`src/rtl/tdf_pkg.sv`:
```
`timescale 1ns / 1ps
// Package for the trial-division factorizer.
// Holds the default value width and the sequencer state type; no dependencies.
package tdf_pkg;

    localparam int VALUE_BITS_DEF = 31;

    typedef enum logic [3:0] {
        ST_IDLE,
        ST_TWOS,
        ST_CHECK,
        ST_DIV_GO,
        ST_DIV_WAIT,
        ST_FOUND,
        ST_FINAL,
        ST_FLUSH,
        ST_NONE
    } tdf_state_t;

endpackage

```
`src/rtl/trial_division_factorizer.sv`:
```
`timescale 1ns / 1ps
// Trial-division prime factorizer, top level: sequencer, divisor tracking, output stage.
// Depends on tdf_pkg and tdf_divider.
//
// Usage:
//   s_valid/s_ready/s_value take one integer. m_valid/m_ready carry one prime
//   factor per transfer (m_factor), ascending with multiplicity; m_last marks
//   the final factor. Inputs 0 and 1 give a single transfer with m_factor 0,
//   m_last 1 and m_no_factors 1.
//   s_ready is high only while the sequencer is idle; one integer is handled
//   at a time. Factors of two are shifted out one by one. Each odd trial
//   divisor d with d*d <= rest costs one remainder on the shared divider, and
//   one more each time it divides. Worst case, a large prime near 2^31, is
//   about 23170 divisors. One factor is held back until the next is known, so
//   m_last is exact. If the receiver stalls, the sequencer waits on a full
//   output register and resumes when the transfer completes; nothing is
//   dropped. Synchronous active-low reset returns to idle with no output
//   pending.
module trial_division_factorizer
    #(
    parameter int VALUE_BITS = tdf_pkg::VALUE_BITS_DEF
) (
    input  logic                  aclk,
    input  logic                  aresetn,
    input  logic                  s_valid,
    output logic                  s_ready,
    input  logic [VALUE_BITS-1:0] s_value,
    output logic                  m_valid,
    input  logic                  m_ready,
    output logic [VALUE_BITS-1:0] m_factor,
    output logic                  m_last,
    output logic                  m_no_factors
);

    import tdf_pkg::*;

    localparam int DW = (VALUE_BITS + 1) / 2 + 1;
    localparam int SW = 2 * DW;
    localparam logic [VALUE_BITS-1:0] FACTOR_TWO = VALUE_BITS'(2);
    localparam logic [DW-1:0]         FIRST_ODD  = DW'(3);

    tdf_state_t state_reg, state_next;

    logic [VALUE_BITS-1:0] rest_reg, rest_next;
    logic [DW-1:0]         d_reg, d_next;
    logic [SW-1:0]         dsq_reg, dsq_next;
    logic                  pend_valid_reg, pend_valid_next;
    logic [VALUE_BITS-1:0] pend_reg, pend_next;
    logic                  m_valid_reg, m_valid_next;
    logic [VALUE_BITS-1:0] m_factor_reg, m_factor_next;
    logic                  m_last_reg, m_last_next;
    logic                  m_no_factors_reg, m_no_factors_next;

    logic                  out_free;
    logic                  can_push;
    logic                  in_xfer;
    logic                  div_start;
    logic                  div_done;
    logic [VALUE_BITS-1:0] div_quot;
    logic [DW-1:0]         div_rem;
    logic                  loop_on;
    logic                  rest_gt1;
    logic                  push_en;
    logic [VALUE_BITS-1:0] push_val;

    assign out_free  = !m_valid_reg || m_ready;
    assign can_push  = !pend_valid_reg || out_free;
    assign s_ready   = (state_reg == ST_IDLE);
    assign in_xfer   = s_valid && s_ready;
    assign div_start = (state_reg == ST_DIV_GO);
    assign loop_on   = (dsq_reg <= SW'(rest_reg));
    assign rest_gt1  = (rest_reg > VALUE_BITS'(1));

    tdf_divider #(
        .NUM_BITS (VALUE_BITS),
        .DEN_BITS (DW)
    ) u_div (
        .aclk    (aclk),
        .aresetn (aresetn),
        .start   (div_start),
        .num     (rest_reg),
        .den     (d_reg),
        .done    (div_done),
        .quot    (div_quot),
        .rem     (div_rem)
    );

    // next state
    always_comb begin
        state_next = state_reg;
        unique case (state_reg)
            ST_IDLE: begin
                if (s_valid) begin
                    state_next = (s_value < VALUE_BITS'(2)) ? ST_NONE : ST_TWOS;
                end
            end
            ST_TWOS: begin
                if (rest_reg[0]) begin
                    state_next = ST_CHECK;
                end
            end
            ST_CHECK:    state_next = loop_on ? ST_DIV_GO : ST_FINAL;
            ST_DIV_GO:   state_next = ST_DIV_WAIT;
            ST_DIV_WAIT: begin
                if (div_done) begin
                    state_next = (div_rem == '0) ? ST_FOUND : ST_CHECK;
                end
            end
            ST_FOUND: begin
                if (can_push) begin
                    state_next = ST_DIV_GO;
                end
            end
            ST_FINAL: begin
                if (!rest_gt1 || can_push) begin
                    state_next = ST_FLUSH;
                end
            end
            ST_FLUSH: begin
                if (out_free) begin
                    state_next = ST_IDLE;
                end
            end
            ST_NONE: begin
                if (out_free) begin
                    state_next = ST_IDLE;
                end
            end
            default: state_next = ST_IDLE;
        endcase
    end

    // datapath and outputs
    always_comb begin
        rest_next         = rest_reg;
        d_next            = d_reg;
        dsq_next          = dsq_reg;
        pend_valid_next   = pend_valid_reg;
        pend_next         = pend_reg;
        m_valid_next      = m_valid_reg && !m_ready;
        m_factor_next     = m_factor_reg;
        m_last_next       = m_last_reg;
        m_no_factors_next = m_no_factors_reg;
        push_en           = 1'b0;
        push_val          = rest_reg;

        unique case (state_reg)
            ST_IDLE: begin
                if (in_xfer) begin
                    rest_next = s_value;
                    d_next    = FIRST_ODD;
                    dsq_next  = SW'(FIRST_ODD) * SW'(FIRST_ODD);
                end
            end
            ST_TWOS: begin
                if (!rest_reg[0] && can_push) begin
                    push_en   = 1'b1;
                    push_val  = FACTOR_TWO;
                    rest_next = {1'b0, rest_reg[VALUE_BITS-1:1]};
                end
            end
            ST_DIV_WAIT: begin
                if (div_done && div_rem != '0) begin
                    d_next   = d_reg + DW'(2);
                    dsq_next = dsq_reg + SW'({d_reg, 2'b00}) + SW'(4);
                end
            end
            ST_FOUND: begin
                if (can_push) begin
                    push_en   = 1'b1;
                    push_val  = VALUE_BITS'(d_reg);
                    rest_next = div_quot;
                end
            end
            ST_FINAL: begin
                if (rest_gt1 && can_push) begin
                    push_en  = 1'b1;
                    push_val = rest_reg;
                end
            end
            ST_FLUSH: begin
                if (out_free) begin
                    m_valid_next      = 1'b1;
                    m_factor_next     = pend_reg;
                    m_last_next       = 1'b1;
                    m_no_factors_next = 1'b0;
                    pend_valid_next   = 1'b0;
                end
            end
            ST_NONE: begin
                if (out_free) begin
                    m_valid_next      = 1'b1;
                    m_factor_next     = '0;
                    m_last_next       = 1'b1;
                    m_no_factors_next = 1'b1;
                end
            end
            default: begin
            end
        endcase

        // held factor moves out once the next one is known
        if (push_en) begin
            if (pend_valid_reg) begin
                m_valid_next      = 1'b1;
                m_factor_next     = pend_reg;
                m_last_next       = 1'b0;
                m_no_factors_next = 1'b0;
            end
            pend_next       = push_val;
            pend_valid_next = 1'b1;
        end
    end

    always_ff @(posedge aclk) begin
        if (!aresetn) begin
            state_reg      <= ST_IDLE;
            pend_valid_reg <= 1'b0;
            m_valid_reg    <= 1'b0;
        end else begin
            state_reg      <= state_next;
            pend_valid_reg <= pend_valid_next;
            m_valid_reg    <= m_valid_next;
        end
        rest_reg         <= rest_next;
        d_reg            <= d_next;
        dsq_reg          <= dsq_next;
        pend_reg         <= pend_next;
        m_factor_reg     <= m_factor_next;
        m_last_reg       <= m_last_next;
        m_no_factors_reg <= m_no_factors_next;
    end

    assign m_valid      = m_valid_reg;
    assign m_factor     = m_factor_reg;
    assign m_last       = m_last_reg;
    assign m_no_factors = m_no_factors_reg;

`ifndef NO_ASSERTIONS
    a_idle_no_held: assert property (@(posedge aclk) disable iff (!aresetn)
        s_ready |-> !pend_valid_reg)
        else $error("factor still held while idle");

    a_none_is_last: assert property (@(posedge aclk) disable iff (!aresetn)
        (m_valid && m_no_factors) |-> (m_last && m_factor == '0))
        else $error("no-factor result not final or nonzero");

    a_factor_min: assert property (@(posedge aclk) disable iff (!aresetn)
        (m_valid && !m_no_factors) |-> (m_factor >= FACTOR_TWO))
        else $error("factor below two");

    a_div_done_wait: assert property (@(posedge aclk) disable iff (!aresetn)
        div_done |-> (state_reg == ST_DIV_WAIT))
        else $error("divider finished outside wait state");

    a_div_go_once: assert property (@(posedge aclk) disable iff (!aresetn)
        (state_reg == ST_DIV_GO) |=> (state_reg == ST_DIV_WAIT && !div_done))
        else $error("divider start sequence broken");
`endif

endmodule

```
`src/rtl/tdf_divider.sv`:
```
`timescale 1ns / 1ps
// Restoring divider, one quotient bit per cycle, shared by all trial divisors.
// Standalone; start pulses load operands, done pulses when quot/rem are valid.
module tdf_divider #(
    parameter int NUM_BITS = 31,
    parameter int DEN_BITS = 17
) (
    input  logic                aclk,
    input  logic                aresetn,
    input  logic                start,
    input  logic [NUM_BITS-1:0] num,
    input  logic [DEN_BITS-1:0] den,
    output logic                done,
    output logic [NUM_BITS-1:0] quot,
    output logic [DEN_BITS-1:0] rem
);

    localparam int CW = (NUM_BITS > 1) ? $clog2(NUM_BITS) : 1;

    logic                busy_reg, busy_next;
    logic                done_reg, done_next;
    logic [CW-1:0]       cnt_reg, cnt_next;
    logic [NUM_BITS-1:0] num_reg, num_next;
    logic [DEN_BITS-1:0] den_reg, den_next;
    logic [DEN_BITS-1:0] rem_reg, rem_next;

    logic [DEN_BITS:0]   trial;
    logic [DEN_BITS:0]   diff;
    logic                ge;

    assign trial = {rem_reg, num_reg[NUM_BITS-1]};
    assign diff  = trial - {1'b0, den_reg};
    assign ge    = (trial >= {1'b0, den_reg});

    always_comb begin
        busy_next = busy_reg;
        done_next = 1'b0;
        cnt_next  = cnt_reg;
        num_next  = num_reg;
        den_next  = den_reg;
        rem_next  = rem_reg;
        if (start) begin
            busy_next = 1'b1;
            cnt_next  = CW'(NUM_BITS - 1);
            num_next  = num;
            den_next  = den;
            rem_next  = '0;
        end else if (busy_reg) begin
            num_next = {num_reg[NUM_BITS-2:0], ge};
            rem_next = ge ? diff[DEN_BITS-1:0] : trial[DEN_BITS-1:0];
            cnt_next = cnt_reg - CW'(1);
            if (cnt_reg == '0) begin
                busy_next = 1'b0;
                done_next = 1'b1;
            end
        end
    end

    always_ff @(posedge aclk) begin
        if (!aresetn) begin
            busy_reg <= 1'b0;
            done_reg <= 1'b0;
        end else begin
            busy_reg <= busy_next;
            done_reg <= done_next;
        end
        cnt_reg <= cnt_next;
        num_reg <= num_next;
        den_reg <= den_next;
        rem_reg <= rem_next;
    end

    assign done = done_reg;
    assign quot = num_reg;
    assign rem  = rem_reg;

endmodule

```
`config.mk`:
```
export PLATFORM = sky130hd
export DESIGN_NAME = trial_division_factorizer
export DESIGN_NICKNAME = d
export VERILOG_FILES = /design/src/rtl/tdf_pkg.sv /design/src/rtl/trial_division_factorizer.sv /design/src/rtl/tdf_divider.sv
export SDC_FILE = /design/constraint.sdc
export NUM_CORES = 1
export LEC_CHECK = 0
export ABC_AREA = 1
export BUFFER_PORTS_ARGS = -buffer_cell sky130_fd_sc_hd__buf_2
export CAP_MARGIN = 20
export CORE_MARGIN = 4
export CORE_UTILIZATION = 40
export CTS_CLUSTER_SIZE = 14
export DETAILED_ROUTE_END_ITERATION = 7
export PLACE_DENSITY = 0.55
export SYNTH_ARGS = -nofsm -noshare
export SYNTH_HDL_FRONTEND = slang
export SYNTH_SLANG_ARGS = --single-unit
```
`constraint.sdc`:
```
create_clock -name aclk -period 10.42 [get_ports aclk]
set_input_delay 2.084 -clock aclk [delete_from_list [all_inputs] [get_ports aclk]]
set_output_delay 2.084 -clock aclk [all_outputs]
set_load 0.02 [all_outputs]
```
Yosys cells after proc, flatten, opt, wreduce, memory -nomap -nowiden
Index checks and enable logic that the tools add are counted.

storage, ports and cells
  register bits after elaboration = 224
  bits of input ports = 35
  word-level logic and storage cells = 127
  output and inout bits = 35

cells by class
  $lt $le $gt $ge = 4
  equal/unequal tests = 17
  muxes and demuxes = 55
  reductions and logical operators = 28
  add/sub/neg operators = 5
  bitwise operators = 2

operator list
  kind                                                  count
  2-to-1 mux 31 bit                                     11
  one-hot mux 31 bit (2 select lines)                   2
  one-hot mux 31 bit (3 select lines)                   1
  2-to-1 mux 34 bit                                     2
  one-hot mux 34 bit (2 select lines)                   1
  2-to-1 mux 17 bit                                     3
  adder 34 x 19 -> 34 bit                               1
  adder 34 x 3 -> 34 bit (second input constant)        1
  <= comparator 34 x 31 -> 1 bit                        1
  one-hot mux 17 bit (2 select lines)                   1
  one-hot mux 4 bit (8 select lines)                    1
  > comparator 31 x 1 -> 1 bit (second input constant)  1
  < comparator 31 x 2 -> 1 bit (second input constant)  1
  2-to-1 mux 4 bit                                      7
  2-to-1 mux 1 bit                                      22
  >= comparator 18 x 17 -> 1 bit                        1
  adder 17 x 2 -> 17 bit (second input constant)        1
  zero test 17 bit                                      1
  nonzero test 17 bit                                   1
  subtractor 17 bit                                     1
  == test 4 x 3 -> 1 bit (second input constant)        4
  inequality test 2 bit (second input constant)         6
  == test 4 x 2 -> 1 bit (second input constant)        2
  nonzero test 2 bit                                    4
  20 further kinds                                      34

Logic depth before layout (Yosys ltp)
Gate-level depths: netlist of run 1.

  word-level depth = 8
  mapped depth = 15
  mapped depth without buffers = 15

Hierarchy
Synthesis of run 1 repeated with hierarchy kept, for this count alone.

second synthesis, totals
  cell total of the unflattened synthesis = 1,593
  area, all modules = 13,147.6 µm²

modules (own cells, without submodules)
  module                     times used  sequential area each (µm²)  cells each  area an instance (µm²)
  trial_division_factorizer  1           4,053.9                     1,055       9,023.7
  tdf_divider                1           1,921.8                     538         4,124.0

Worst setup path before layout of run 1
OpenSTA, ideal clock, no wires.

  path type = input-to-reg
  start point = input port m_ready
  end point = register rest_reg[0], enable pin
  setup time = 470 ps
  buffers on the path = 0
  stages on the path = 4
  path slack = 5,110 ps
  required time = 9,950 ps
  data arrival time = 4,839 ps
  path through = nor2_4 inv_2 o21ai_1 a221oi_1

between the ends
  cells in the longest elaborated chain, start to end = 5
  elaborated cells on any way between the ends = 6
  classes of those cells = eq/ne (2); reduce/logical (4)

ends and longest elaborated chain
  element                          line                              RTL
  from (decl)                      trial_division_factorizer.sv:29   input logic m_ready,
  logical OR 1 bit *               trial_division_factorizer.sv:66   assign out_free = !m_valid_reg || m_ready;
  logical OR 1 bit *               trial_division_factorizer.sv:67   assign can_push = !pend_valid_reg || out_free;
  logical AND 1 bit                trial_division_factorizer.sv:156  if (!rest_reg[0] && can_push) begin
  inequality test 2 bit (no line)  --
  AND reduction 4 bit (no line) *  --
  to (signal assigned)             trial_division_factorizer.sv:225  rest_reg <= rest_next;
  to (decl)                        trial_division_factorizer.sv:44   logic [VALUE_BITS-1:0] rest_reg, rest_next;

Every way passes the cells marked *; elsewhere a longest branch is shown, timed or not.
A chain may end at the register's enable or synchronous reset.

Worst setup path after layout of run 1
  start point = input port m_ready
  end point = register m_factor_reg[5], in the netlist m_factor[5]

between the ends
  cells in the longest elaborated chain, start to end = 6
  elaborated cells on any way between the ends = 13
  classes of those cells = mux (9); reduce/logical (4)

ends and longest elaborated chain
  element                                      line                                                                RTL
  logical OR 1 bit *                           trial_division_factorizer.sv:66
  logical OR 1 bit                             trial_division_factorizer.sv:67
  logical AND 1 bit, on equally long branches  trial_division_factorizer.sv:176, trial_division_factorizer.sv:156
  2-to-1 mux 1 bit, on equally long branches   trial_division_factorizer.sv:176, trial_division_factorizer.sv:156
  one-hot mux 1 bit (3 select lines)           trial_division_factorizer.sv:147                                    unique case (state_reg)
  2-to-1 mux 31 bit *                          trial_division_factorizer.sv:203                                    if (push_en) begin
  named net m_factor_next[5]                   trial_division_factorizer.sv:50                                     logic [VALUE_BITS-1:0] m_factor_reg, m_factor_next;
  to (signal assigned)                         trial_division_factorizer.sv:229                                    m_factor_reg <= m_factor_next;
  to (decl)                                    trial_division_factorizer.sv:50

The timed path passes the listed nets; every way through them passes the cells marked *.

==> results.txt, run 1 <==
status - complete, no violations
CTS tree - built
Root Buffer - clkbuf_16
DP Area - 13,400 µm²
clk slew on worst S/H paths - 0.06 ns
multi-input logic area - 5860 µm²
Antenna Nets Post-Route - 0
non-filler instance count after layout - 1,972
largest family of logic cells by synthesized area - simple AND/OR/NAND/NOR gates
vias per cell - 5.32
TritonCTS Buffers - 26
Cell Area, Synth - 12,700 µm²
most frequent cell after synthesis - nand2_1
final period utilization - 37.9%
overall global routing resource usage - 20.1%
max_slew headroom - 36.2%
Die Ht - 186 µm
Ys Warns - 0
RSZ-0062 raised after global routing - false
Final Setup Violations - 0
Die X - 186 µm
leakage power - 6.12 nW
initial core utilization - 41.0%
hold buffers post-CTS - 0
VDD IR max - 0.000136 V
Synth top cells by count - nand2_1, inv_1, edfxtp_1
clk sinks - 219
Fin Clk Skew - 0.0114 ns
Max Cap Viol - 0
critical path launch point type - input port
largest cells by area after synthesis - edfxtp_1, nand2_1, dfxtp_1, ha_1, inv_1
Antenna Cells - 0
Final nets - 1,672
Post-Synth XOR/XNOR Area - 0.827%
global-route wire length before repair - 55.6 mm
Synth cell types - 52
register area - 5950 µm²
Synth top area share - 36.9%
Worst-Skew Late Latency - 0.54 ns
Worst EP arrival - 4.41 ns
number of global-route vias before repair - 9,886
post-CTS sizing - 0
Iteration-0 DRC Markers - 753
WL/cell - 18.0 µm
Post-Syn Instances - 1,493
IO buf count - 69
Hold Crit Class - flip-flop to flip-flop
Synth Area in Simple Gates - 21.4%
compound-gate portion of the synthesized area - 15.6%
Mapped Avg Cell Area - 8.51 µm²
num ports - 70
cell taking the most area after synthesis - edfxtp_1
number of synthesized flops with an enable pin - 156
Overflow after GRT - 0
final hold vios - 0
initial antenna violation count - 0
Final HPWL DP - 26.3 mm
share of cells above drive strength 1 - 12.1%
CTS H-tree depth - 1
FILL cells - 3,015
CP Capture Type - flip-flop
Core ar. - 31,000 µm²
total setup buffers inserted after CTS - 0
Seq cells post-synth - 219
final core utilization - 45.8%
die area - 34,700 µm²
gpl congestion - 0.891
FP Rows - 64
max-slew violations - 0
drt first pass iters - 5
Setup TNS Final - 0 ns
sequential fraction of the synthesis area - 46.8%
Async SR Flop Fraction - 0%
routed vias - 10,499
Post-Syn Nets - 1,609
post-layout min period - 3.95 ns
Fmax - 0.253 GHz
post-synthesis mux area share - 0%
Design Area, Final - 14,200 µm²
Main synth FF type - edfxtp_1
placed insts - 1,924
pin count of the biggest net entering global routing - 57
Remaining DRCs - 0
crit path max fanout - 33
actual slew at the worst max-slew pin - 0.954 ns
WL final - 35.5 mm
power per cell area - 312 nW/µm²
CP required - 10.88 ns
Area Growth Syn to Fin - 11.8%
CP Class - input port to flip-flop
CTS Buffer Depth - 3
adder-cell share of the synthesized area - 8.10%
[final cells by class]
class                           count  area share (%)
Sequential cell                   219            41.8
Multi-Input combinational cell   1044            41.2
Inverter                          187            4.94
Clock buffer                       29            4.66
Tap cell                          396            3.49
Timing Repair Buffer               78            2.91
Clock inverter                     19           0.916
[per-layer routing]
layer	global-route usage, %	wire length, µm	vias to the layer above
li1	-	-	5261
met1	30.1	17300	4892
met2	31.4	15500	293
met3	2.45	1950	53
met4	4.43	766	0
met5	0	0	-
[cells by family (layout without fill, tap and decap cells)]
family,after synthesis,after routing
buffers and inverters,230,313
xor gates and xnor gates,12,12
adders and majority gates,81,81
AOI/OAI and AO/OA,321,321
DFF,219,219
and+or+nand+nor,630,630
[final timing paths]
| path | slack, ns | depth (start not counted) | start | to |
|---|---|---|---|---|
| min | 0.46 | 2 | pend_reg[21]$_DFFE_PN_ | m_factor[21]$_DFF_P_ |
| min reg2reg | 0.46 | 2 | pend_reg[21]$_DFFE_PN_ | m_factor[21]$_DFF_P_ |
| max | 6.47 | 10 | m_ready | m_factor[5]$_DFF_P_ |
| max reg2reg | 6.94 | 7 | state_reg[0]$_SDFFE_PN0P_ | pend_reg[13]$_DFFE_PN_ |
[where the power goes]
group,internal [W],switching (W)
Sequential,0.00140,0.000264
Combinational,0.000580,0.00133
Clock,0.000482,0.000373
[critical path, cell delays in order]
cell,delay (ns)
buf_2,0.11
nor2_4,0.52
inv_2,0.18
nor2_4,0.23
nor2_4,0.08
nor2_4,0.15
nand2_4,0.28
nand2_4,0.18
inv_2,0.32
o21ai_2,0.25
[layout by cell type, fill, tap and decap left out, types with 20 or more instances in the layout]
master	netlist	final
dfxtp_1	63	63
nand2_1	353	353
clkbuf_16	0	26
buf_2	8	69
nor2_1	127	126
o21ai_0	110	110
inv_1	175	175
a21oi_1	86	85
ha_1	79	79
edfxtp_1	156	156
nor3_1	23	23
o211ai_1	27	27
o221ai_1	26	26
nand3_1	70	70
o21ai_2	30	30
nand4_1	20	20
[through the flow]
step | power, W | setup slack, ns | hold WS, ns
6_report | 0.00443 | 6.47 | 0.461
5_1_grt | 0.00477 | 6.23 | 0.483
4_1_cts | 0.00444 | 6.47 | 0.458
3_5_place_dp | 0.00358 | 5.90 | 0.445
3_3_place_gp | 0.00354 | 5.80 | 0.432
2_1_floorplan | 0.00293 | 5.11 | 0.422
Note: power is estimated with default switching activity, not from simulation.
==> inputs of run 2 (changes only) <==
- ABC_AREA: 1 -> 0
- PLACE_DENSITY: 0.55 -> 0.57
- clock period: 10.42 -> 3.6 ns (I/O delays scaled with it)
==> run 2 against run 1 <==
Compared with the run above:
- combinational power grew 130%
- first-iteration DRC count is 22% higher
- global-route usage fell by 1.9 points
- worst setup slack lost 6.1 ns
- routed wire length is 13% lower
- die area shrank 7.1%
- core utilization rose by 0.41 points
- largest cell class unchanged
- sequential power grew to 2.7 times the previous value
- clock power rose to 2.7 times the previous value
==> results.txt, run 2 <==
status - complete, no violations
FP Rows - 62
Fmax - 0.306 GHz
commonest non-fill, non-tap cell in the layout - edfxtp_1
dpl ws - 0.385 ns
Design Area, Final - 13,300 µm²
total setup buffers inserted after CTS - 0
Die X - 180 µm
post-layout min period - 3.27 ns
number of global-route vias before repair - 8,360
most frequent CP cell - ha_1
Max Cap Viol - 0
actual slew at the worst max-slew pin - 0.943 ns
num ports - 70
final hold vios - 0
Final Setup Violations - 0
DP Area - 12,600 µm²
Iteration-0 DRC Markers - 916
gpl congestion - 0.883
Antenna Cells - 0
CTS Buffer Depth - 3
flop2flop setup slack - 0.33 ns
global-route wire length before repair - 47.8 mm
Antenna Nets Post-Route - 0
CTS tree - built
Worst EP arrival - 3.51 ns
hold path startpoint - m_factor[15]$_DFF_P_
Post-Syn Instances - 1,140
most frequent cell after synthesis - edfxtp_1
CTS H-tree depth - 1
Worst Slack Setup Final - 0.329 ns
reg2reg path depth - 10
TritonCTS Buffers - 25
CP Capture Type - flip-flop
CP required - 3.84 ns
Fin Clk Skew - 0.0183 ns
initial antenna violation count - 0
WHS Endpoint - m_factor[15]$_DFF_P_
clk slew on worst S/H paths - 0.06 ns
drt first pass iters - 7
FILL cells - 2,755
Overflow after GRT - 0
Critical Path, Cell by Cell - ha_1 > ha_1 > nor2b_1 > o31a_1 > o41ai_1 > a21boi_1 > o31ai_2 > buf_4 > or3_1 > a21oi_1
Final nets - 1,332
crit path max fanout - 14
WL final - 30.7 mm
highest metal used - met4
Die Ht - 180 µm
cell taking the most area after synthesis - edfxtp_1
WL/cell - 19.0 µm
max-slew violations - 0
Synth cell types - 64
Worst-Skew Late Latency - 0.52 ns
Core ar. - 28,900 µm²
overall global routing resource usage - 18.2%
number of synthesized flops with an enable pin - 156
max_slew headroom - 36.2%
final period utilization - 90.9%
die area - 32,200 µm²
WHS Path Cells - 1
Slowest-stage cell, CP - edfxtp_1
Setup TNS Final - 0 ns
IO buf count - 69
clk sinks - 219
multi-input logic area - 5350 µm²
CP Class - flip-flop to flip-flop
Synth top area share - 39.8%
met2 WL - 13.6 mm
critical path's top delay family - compound AO/OA/AOI/OAI gates
largest cells by area after synthesis - edfxtp_1, dfxtp_1, ha_1, nand2_1, a22o_1
Met1 Wirelength - 14.7 mm
share of cells above drive strength 1 - 12.4%
critical path launch point type - flip-flop
pin count of the biggest net entering global routing - 79
Ys Warns - 0
Remaining DRCs - 0
Largest stage delay, worst path - 0.49 ns
Area Growth Syn to Fin - 13.5%
initial core utilization - 40.8%
most frequent cells in the layout - edfxtp_1, nand2_1, ha_1
leakage power - 5.56 nW
hold buffers post-CTS - 0
register area - 5950 µm²
vias per cell - 5.54
Hold Crit Class - flip-flop to flip-flop
Root Buffer - clkbuf_16
VDD IR max - 0.000334 V
r2r startpoint - d_reg[3]$_SDFFCE_PN0P_
sequential fraction of the synthesis area - 50.5%
Synth top cells by count - edfxtp_1, nand2_1, ha_1
met3 routed WL - 1.72 mm
Bufs and invs on worst path - 1
power per cell area - 844 nW/µm²
Cell Area, Synth - 11,800 µm²
R2R Path End - dsq_reg[21]$_SDFFCE_PN0P_
Mapped Avg Cell Area - 10.3 µm²
post-CTS sizing - 0
Main synth FF type - edfxtp_1
RSZ-0062 raised after global routing - false
Final HPWL DP - 22.5 mm
Post-Syn Nets - 1,256
Async SR Flop Fraction - 0%
Seq cells post-synth - 219
routed vias - 8,960
==> run 2: cell count changes after synthesis, sizes merged, moves of 31 or more <==
cell	delta
a22o	+48
a22oi	+31
inv	-116
nand2	-217
nand3	-51
nor2	-85
o21ai	-77
==> run 2: worst max-delay path by stage <==
stage | endpoint | cells past startpoint | start | slack, ns
after floorplan | rest_reg[0]$_DFFE_PP_ | 4 | state_reg[0]$_SDFFE_PN0P_ | 0.58
after global placement | dsq_reg[33]$_SDFFCE_PN0P_ | 10 | d_reg[3]$_SDFFCE_PN0P_ | 0.43
after detailed placement | dsq_reg[21]$_SDFFCE_PN0P_ | 10 | d_reg[3]$_SDFFCE_PN0P_ | 0.39
after CTS | dsq_reg[21]$_SDFFCE_PN0P_ | 10 | d_reg[3]$_SDFFCE_PN0P_ | 0.36
after global routing | dsq_reg[30]$_SDFFCE_PN0P_ | 9 | d_reg[5]$_SDFFCE_PN0P_ | 0.14
final | dsq_reg[21]$_SDFFCE_PN0P_ | 10 | d_reg[3]$_SDFFCE_PN0P_ | 0.33
==> run 2: final cells by class <==
cell class                 instances  area share, %
sequential                       219           44.5
multi-input combinational        801           40.1
clock buffer                      33           4.91
timing repair buffer              99           4.46
tap                              384           3.60
inverter                          70           1.97
clock inverter                    11          0.431
==> run 2: logic make-up (layout without fill, tap and decap cells) <==
| kind of cell | count (synthesis) | count (layout) | share of synthesized area [%] |
|---|---|---|---|
| AND/OR/NAND/NOR | 372 | 372 | 15.5 |
| buffers and inverters | 120 | 213 | 4.22 |
| XOR/XNOR | 38 | 38 | 2.83 |
| AO/OA/AOI/OAI | 296 | 296 | 17.0 |
| multiplexers | 14 | 14 | 1.20 |
| flip-flops | 219 | 219 | 50.5 |
| adder cells (fa/ha/maj) | 81 | 81 | 8.74 |
==> run 2: layer usage <==
metal / up-vias / global-route usage (%)
li1: 4392 / -
met1: 4263 / 27.1
met2: 260 / 27.8
met3: 45 / 2.83
met4: 0 / 4.57
met5: - / 0
==> run 2: per-stage QoR <==
| step | utilization (%) | hold slack, ns | cells | power, W |
|---|---|---|---|---|
| after detailed placement | 43.8 | 0.450 | 1573 | 0.00900 |
| after global routing | 46.3 | 0.479 | 1617 | 0.0120 |
| after floorplan | - | 0.442 | 1140 | 0.00753 |
| after CTS | 46.3 | 0.463 | 1617 | 0.0113 |
| final | 46.3 | 0.464 | 1617 | 0.0113 |
| after global placement | 43.8 | 0.446 | 1573 | 0.00894 |
==> run 2: worst reg2reg max path: stages, from the launching register on <==
cell and delay [ns]:
edfxtp_1 0.49, ha_1 0.34, ha_1 0.34, nor2b_1 0.17
o31a_1 0.30, o41ai_1 0.47, a21boi_1 0.22, o31ai_2 0.25
buf_4 0.22, or3_1 0.13, a21oi_1 0.06
==> run 2: where the power goes <==
group	internal [W]	switching (W)	leakage, nW
logic	0.00179	0.00267	3.22
clock network	0.00128	0.000991	0.350
registers	0.00381	0.000735	1.99
